**src/imd_pkg.sv**
```systemverilog
// ----------------------------------------------------------------------------
// imd_pkg
// shared types, constants and bound-selection codes for interval multiply
// ----------------------------------------------------------------------------
package imd_pkg;

    localparam int unsigned PipeDepth = 6;

    localparam logic [63:0] DefNan    = 64'h7FF8_0000_0000_0000;
    localparam logic [63:0] MaxFinite = 64'h7FEF_FFFF_FFFF_FFFF;
    localparam logic [63:0] ExpAll    = 64'h7FF0_0000_0000_0000;

    typedef struct packed {
        logic [63:0] a_lo;
        logic [63:0] a_hi;
        logic [63:0] b_lo;
        logic [63:0] b_hi;
    } imd_in_t;

    typedef struct packed {
        logic [63:0] prod_lo;
        logic [63:0] prod_hi;
    } imd_out_t;

    // operand selection for one bound product
    typedef enum logic [1:0] {
        SEL_LO_LO = 2'd0,
        SEL_LO_HI = 2'd1,
        SEL_HI_LO = 2'd2,
        SEL_HI_HI = 2'd3
    } sel_t;

    // how the final bound is formed
    typedef enum logic [1:0] {
        FORM_ZERO   = 2'd0,
        FORM_SINGLE = 2'd1,
        FORM_MINMAX = 2'd2
    } form_t;

    // decoded special-case info carried beside a product
    typedef struct packed {
        logic        special;
        logic [63:0] special_val;
        logic        sgn;
        logic        away;
    } mul_ctl_t;

    function automatic logic is_nan(input logic [63:0] x);
        return x[62:0] > ExpAll[62:0];
    endfunction

    function automatic logic is_zero(input logic [63:0] x);
        return x[62:0] == 63'd0;
    endfunction

    function automatic logic less_than(input logic [63:0] x, input logic [63:0] y);
        logic [63:0] kx;
        logic [63:0] ky;
        kx = x[63] ? ~x : (x | 64'h8000_0000_0000_0000);
        ky = y[63] ? ~y : (y | 64'h8000_0000_0000_0000);
        if (is_nan(x) || is_nan(y))
            return 1'b0;
        if (is_zero(x) && is_zero(y))
            return 1'b0;
        return kx < ky;
    endfunction

endpackage

```
**src/imd_classify.sv**
```systemverilog
// ----------------------------------------------------------------------------
// imd_classify
// classifies the sign of both operand intervals and picks operands for the bound products
// ----------------------------------------------------------------------------
module imd_classify
    import imd_pkg::*;
(
    input  imd_in_t     din,
    output logic [63:0] l1_x, l1_y, l2_x, l2_y,
    output logic [63:0] h1_x, h1_y, h2_x, h2_y,
    output form_t       form
);

    logic an, ap, bn, bp;
    sel_t l1, l2, h1, h2;

    function automatic logic [127:0] pick(input sel_t s, input imd_in_t d);
        case (s)
            SEL_LO_LO: return {d.a_lo, d.b_lo};
            SEL_LO_HI: return {d.a_lo, d.b_hi};
            SEL_HI_LO: return {d.a_hi, d.b_lo};
            SEL_HI_HI: return {d.a_hi, d.b_hi};
            default:   return {d.a_lo, d.b_lo};
        endcase
    endfunction

    always_comb
    begin
        an = din.a_lo[63] && !is_nan(din.a_lo) && !is_zero(din.a_lo);
        ap = !din.a_hi[63] && !is_nan(din.a_hi) && !is_zero(din.a_hi);
        bn = din.b_lo[63] && !is_nan(din.b_lo) && !is_zero(din.b_lo);
        bp = !din.b_hi[63] && !is_nan(din.b_hi) && !is_zero(din.b_hi);
        form = FORM_SINGLE;
        l1 = SEL_LO_LO; h1 = SEL_LO_LO; l2 = SEL_HI_LO; h2 = SEL_HI_HI;
        if (an && ap)
        begin
            if (bn && bp)
            begin
                form = FORM_MINMAX;
                l1 = SEL_LO_HI; l2 = SEL_HI_LO; h1 = SEL_LO_LO; h2 = SEL_HI_HI;
            end
            else if (bn) begin l1 = SEL_HI_LO; h1 = SEL_LO_LO; end
            else if (bp) begin l1 = SEL_LO_HI; h1 = SEL_HI_HI; end
            else form = FORM_ZERO;
        end
        else if (an)
        begin
            if (bn && bp) begin l1 = SEL_LO_HI; h1 = SEL_LO_LO; end
            else if (bn) begin l1 = SEL_HI_HI; h1 = SEL_LO_LO; end
            else if (bp) begin l1 = SEL_LO_HI; h1 = SEL_HI_LO; end
            else form = FORM_ZERO;
        end
        else if (ap)
        begin
            if (bn && bp) begin l1 = SEL_HI_LO; h1 = SEL_HI_HI; end
            else if (bn) begin l1 = SEL_HI_LO; h1 = SEL_LO_HI; end
            else if (bp) begin l1 = SEL_LO_LO; h1 = SEL_HI_HI; end
            else form = FORM_ZERO;
        end
        else
            form = FORM_ZERO;
        {l1_x, l1_y} = pick(l1, din);
        {l2_x, l2_y} = pick(l2, din);
        {h1_x, h1_y} = pick(h1, din);
        {h2_x, h2_y} = pick(h2, din);
    end

endmodule

```
**config.mk**
```make
export PLATFORM = sky130hd
export DESIGN_NAME = imd_classify
export DESIGN_NICKNAME = d
export VERILOG_FILES = /design/src/imd_pkg.sv /design/src/imd_classify.sv
export SDC_FILE = /design/constraint.sdc
export NUM_CORES = 1
export LEC_CHECK = 0
export ABC_CLOCK_PERIOD_IN_PS = 4630
export BUFFER_PORTS_ARGS = -buffer_cell sky130_fd_sc_hd__buf_2
export CORE_AREA = 2 2 298 300
export DETAILED_ROUTE_END_ITERATION = 16
export DIE_AREA = 0 0 300 302
export SYNTH_ARGS = -nofsm -noshare
export SYNTH_HDL_FRONTEND = slang
export SYNTH_SLANG_ARGS = --single-unit
```
**constraint.sdc**
```tcl
create_clock -name vclk -period 4.63
set_input_delay 0.6945 -clock vclk [all_inputs]
set_output_delay 0.6945 -clock vclk [all_outputs]
set_load 0.01 [all_outputs]
```
[Yosys cells after proc, flatten, opt, wreduce, memory -nomap -nowiden]
Index checks and enable logic that the tools add are counted.
Word-level totals
  flip-flop bits (word level): 0
  word-level logic and storage cells: 65
  bits of input ports: 256
Cells by class
  magnitude comparators: 4
  equality and inequality tests: 6
  mux-type cells: 29
  reduce and logical (&&, ||, !) cells: 26
Operators by type and width (count)
  one-hot mux 128 bit (4 select lines): 2
  > comparator 63 bit (second input constant): 4
  logical NOT 63 bit: 4
  2-to-1 mux 2 bit: 24
  logical AND 1 bit: 10
  logical NOT 1 bit: 10
  == test 2 bit (second input constant): 4
  == test 2 x 1 -> 1 bit (second input constant): 2
  logical NOT 2 bit: 2
  2-to-1 mux 1 bit: 3

[Longest topological paths before layout]
  depth in word-level cells: 12
  depth in mapped cells: 12
  gate-level depth less buffers: 11

[Least setup slack after synthesis]
OpenSTA, ideal clock, no wires.
  path kind: in2out
  start point: input port din[0] in the netlist's numbering
  end point: output port l1_y[52]
  arrival: 3.166 ns
  buffers on the path: 1
  required time: 3.936 ns
  path slack: 0.770 ns
  stages on the path: 12
  path through: nor4_1 -> nand4_1 -> nor4_1 -> mux2i_1 -> nor2_1 -> inv_1 -> ha_1 -> inv_1 -> and2_1 -> o21ai_4 -> buf_6 -> mux2_1
Between the ends
  word-level cells in the longest chain between the ends: 11
  elaborated cells on any way between the ends: 21
  classes of those cells: order compare (1); eq/ne (3); mux (10); reduce/logical (7)
RTL lines
  start, declared: RTL line imd_classify.sv:8  | input imd_in_t din,
  > comparator 63 bit: RTL line imd_pkg.sv:49  | return x[62:0] > ExpAll[62:0];
  logical NOT 1 bit: RTL line imd_classify.sv:32  | bp = !din.b_hi[63] && !is_nan(din.b_hi) && !is_zero(din.b_hi);
  logical AND 1 bit: RTL line imd_classify.sv:32
  logical AND 1 bit (*): RTL line imd_classify.sv:32
  2-to-1 mux 1 bit / logical AND 1 bit (equally long branches)
  2-to-1 mux 2 bit (on tied branches): RTL line imd_classify.sv:49, imd_classify.sv:55
  2-to-1 mux 2 bit (on tied branches): RTL line imd_classify.sv:48, imd_classify.sv:53
  2-to-1 mux 2 bit: RTL line imd_classify.sv:46  | else if (an)
  2-to-1 mux 2 bit (*): RTL line imd_classify.sv:35  | if (an && ap)
  == test 2 bit (tied with other cells): RTL line imd_classify.sv:18  | case (s)
  one-hot mux 128 bit (4 select lines) (*): RTL line imd_classify.sv:18
  end, declared: RTL line imd_classify.sv:9  | output logic [63:0] l1_x, l1_y, l2_x, l2_y,
Every way passes the cells marked *; elsewhere a longest branch is shown, timed or not.

[Worst setup path in the final report]
  start point: input port din[107] in the netlist's numbering
  end point: output port l1_x[30]
Between the ends
  word-level cells in the longest chain between the ends: 11
  elaborated cells on any way between the ends: 21
  classes of those cells: order compare (1); eq/ne (3); mux (10); reduce/logical (7)
RTL lines
  > comparator 63 bit: RTL line imd_pkg.sv:49
  logical NOT 1 bit: RTL line imd_classify.sv:31  | bn = din.b_lo[63] && !is_nan(din.b_lo) && !is_zero(din.b_lo);
  logical AND 1 bit: RTL line imd_classify.sv:31
  logical AND 1 bit (*): RTL line imd_classify.sv:31
  2-to-1 mux 2 bit / logical AND 1 bit (equally long branches)
  2-to-1 mux 2 bit: RTL line imd_classify.sv:55  | if (bn && bp) begin l1 = SEL_HI_LO; h1 = SEL_HI_HI; end
  2-to-1 mux 2 bit: RTL line imd_classify.sv:53  | else if (ap)
  2-to-1 mux 2 bit: RTL line imd_classify.sv:46
  2-to-1 mux 2 bit (*): RTL line imd_classify.sv:35
  == test 2 bit (tied with other cells): RTL line imd_classify.sv:18
  one-hot mux 128 bit (4 select lines) (*): RTL line imd_classify.sv:18
  end, declared: RTL line imd_classify.sv:9
Marks and branches as above.

==> run_results.csv <==
group,metric,value,unit
status,outcome,"complete, no violations",
routing,drt_pass1_iterations,5,
placement,hpwl,52400,µm
routing,drc,0,
sta,tightestPinTransition,0.382,ns
routing,viasPerCell,3.28,
power_and_ir_drop,ir_drop,0.0462,mV
global_routing,grt_pass1_wl,75900,µm
worst_setup_path,cp-start-kind,"primary input",
finish,fin_cells,2471,
placement,dp_cells,2433,
worst_hold_path,min_path_cells,2,
floorplanning,die-area,90600,µm²
sta,slew_headroom,74.2,%
sta,rsz0062_at_grt,"true",
floorplanning,fp.dieW,300,µm
floorplanning,io_pins,770,
finish,nFlopsAndLatches,0,
clocking,hold_buffers,0,
routing,wirelength,61400,µm
power_and_ir_drop,power_density,132,nW/µm²
sta,whs,1.63,ns
sta,setup_viol,0,
synth,yosysTopAreaCell,"mux2_2",
sta,hold_viol,0,
worst_hold_path,hold_path_class,"primary input to output pin",
sta,fmax,219,MHz
placement,place_congestion,0.860,
global_routing,grt-ovfl-total,0,
global_routing,antenna_found_initial,14,
routing,avgRoutedWirePerCell,24.9,µm
synth,synth_cell_types,30,
finish,fin_util,13.5,%
floorplanning,start_util,6.74,%
sta,final.setup.tns,0,ns
placement,placed_cell_area,10000,µm²
synth,avgSynthCellArea,8.81,µm²
global_routing,grt_max_degree,18,
worst_setup_path,crit_required,3.94,ns
worst_setup_path,critPathKind,"primary input to output pin",
finish,nFillCells,10091,
power_and_ir_drop,leakage,5.67,nW
routing,drt_iter0_drc,468,
sta,layout_min_cycle_time,4.57,ns
synth,seq_area_frac_synth,0,%
synth,ys_top_cells_by_area,"mux2_2, buf_4, nor4_1",
finish,seq_area,0,µm²
routing,drtAntennaViolNets,0,
floorplanning,num_rows,109,
floorplanning,die_h,302,µm
finish,nClkBuffers,0,
worst_setup_path,arrival,3.88,ns
finish,area_growth,99.6,%
synth,post-synth-top-count-cell,"buf_4",
global_routing,grt_pass1_vias,7724,
synth,syn-num-nets,930,
sta,finalCritPeriodShare,98.7,%
worst_setup_path,crit_fanout,16,
sta,slew_violations,0,
synth,synthTopCellsByCount,"buf_4, mux2_2, nor4_1, nand4_1, mux2_1",
finish,nets,1558,
synth,syn-cell-area,5900,µm²
finish,postLayoutCellArea,11800,µm²
routing,vias,8108,
placement,port_buffers,770,
floorplanning,core_region_area,87600,µm²
worst_setup_path,crit_path_end_kind,"output pin",
synth,synthCells,670,
finish,drive_gt1_share,91.8,%
global_routing,grt_use_total,12.5,%
synth,yosysWarnings,0,
synth,synth_top_area_share,45.8,%
run,drv_cap,0,
==> cells by family after synthesis <==
| logic type | Yosys count | share of synthesized area [%] |
|---|---|---|
| simple gates | 109 | 11.2 |
| mux | 261 | 49.9 |
| compound gates | 12 | 1.84 |
| xor+xnor | 1 | 0.148 |
| fa+ha+maj | 4 | 0.848 |
| buf+inv | 283 | 36.1 |
==> timing repair <==
| item | in CTS | in global routing |
|---|---|---|
| pin swaps | 11 | 11 |
| gates cloned | 6 | 0 |
| buffers inserted | 21 | 4 |
| endpoints found under the setup margin | 256 | 252 |
| gates resized for setup | 242 | 41 |
==> layer usage <==
metal | global-route usage [%] | routed length, µm
met1 | 16.9 | 26800
met2 | 20.9 | 28300
met3 | 2.05 | 4780
met4 | 2.38 | 1540
met5 | 0.311 | 51
==> final cells by class <==
cell class | count | area, µm² | area share, %
well taps | 1165 | 1460 | 12.4
repair buffers | 906 | 5930 | 50.4
inverters | 3 | 13.8 | 0.117
diodes | 10 | 25.0 | 0.212
multi-input cells | 387 | 4350 | 36.9
==> final timing paths <==
check	start	endpoint	slack [ns]
max	din[107]	l1_x[30]	0.06
min	din[12]	h2_y[12]	1.63
==> cell usage in the layout (no fill, tap or decap), types with 2 or more instances in the layout <==
cell       n
diode_2   10
buf_6    100
nor3_1     2
buf_2    678
buf_12    20
o21ai_0    3
mux2_1     7
buf_16     7
mux2_4    80
nor2_1     3
nor4_4    12
o41ai_1    2
ha_1       2
mux2i_4    2
nand3_1    6
buf_8      8
nor4_2     9
mux2_2   168
nand4_1   17
inv_2      2
nor4_1    43
buf_4     93
mux2i_1    3
ha_4       2
nand2_1   10
o31ai_1    2
==> worst max-delay path, stage by stage <==
cell and delay [ns]:
buf_4 0.13, nor4_4 0.26, buf_4 0.16, nand4_1 0.27, nor4_2 0.33, buf_4 0.20
mux2i_1 0.18, buf_4 0.15, buf_4 0.11, ha_1 0.15, nor2_1 0.08, o31ai_4 0.21
buf_12 0.20, buf_4 0.16, mux2_2 0.37, buf_2 0.16
==> power by group <==
| group | switching, mW | internal [mW] |
|---|---|---|
| clock network | 0 | 0.0000000879 |
| logic | 0.819 | 0.739 |
| registers | 0 | 0 |
| total | 0.819 | 0.739 |
==> per-stage QoR <==
stage               power [mW]  worst slack, ns
floorplan                0.663            0.770
global placement          1.32           -0.718
detailed placement        1.32           -0.676
CTS                       1.56          -0.0943
finish                    1.56           0.0595
global route              1.65          -0.0607
Power figures use the tool's default switching activity.
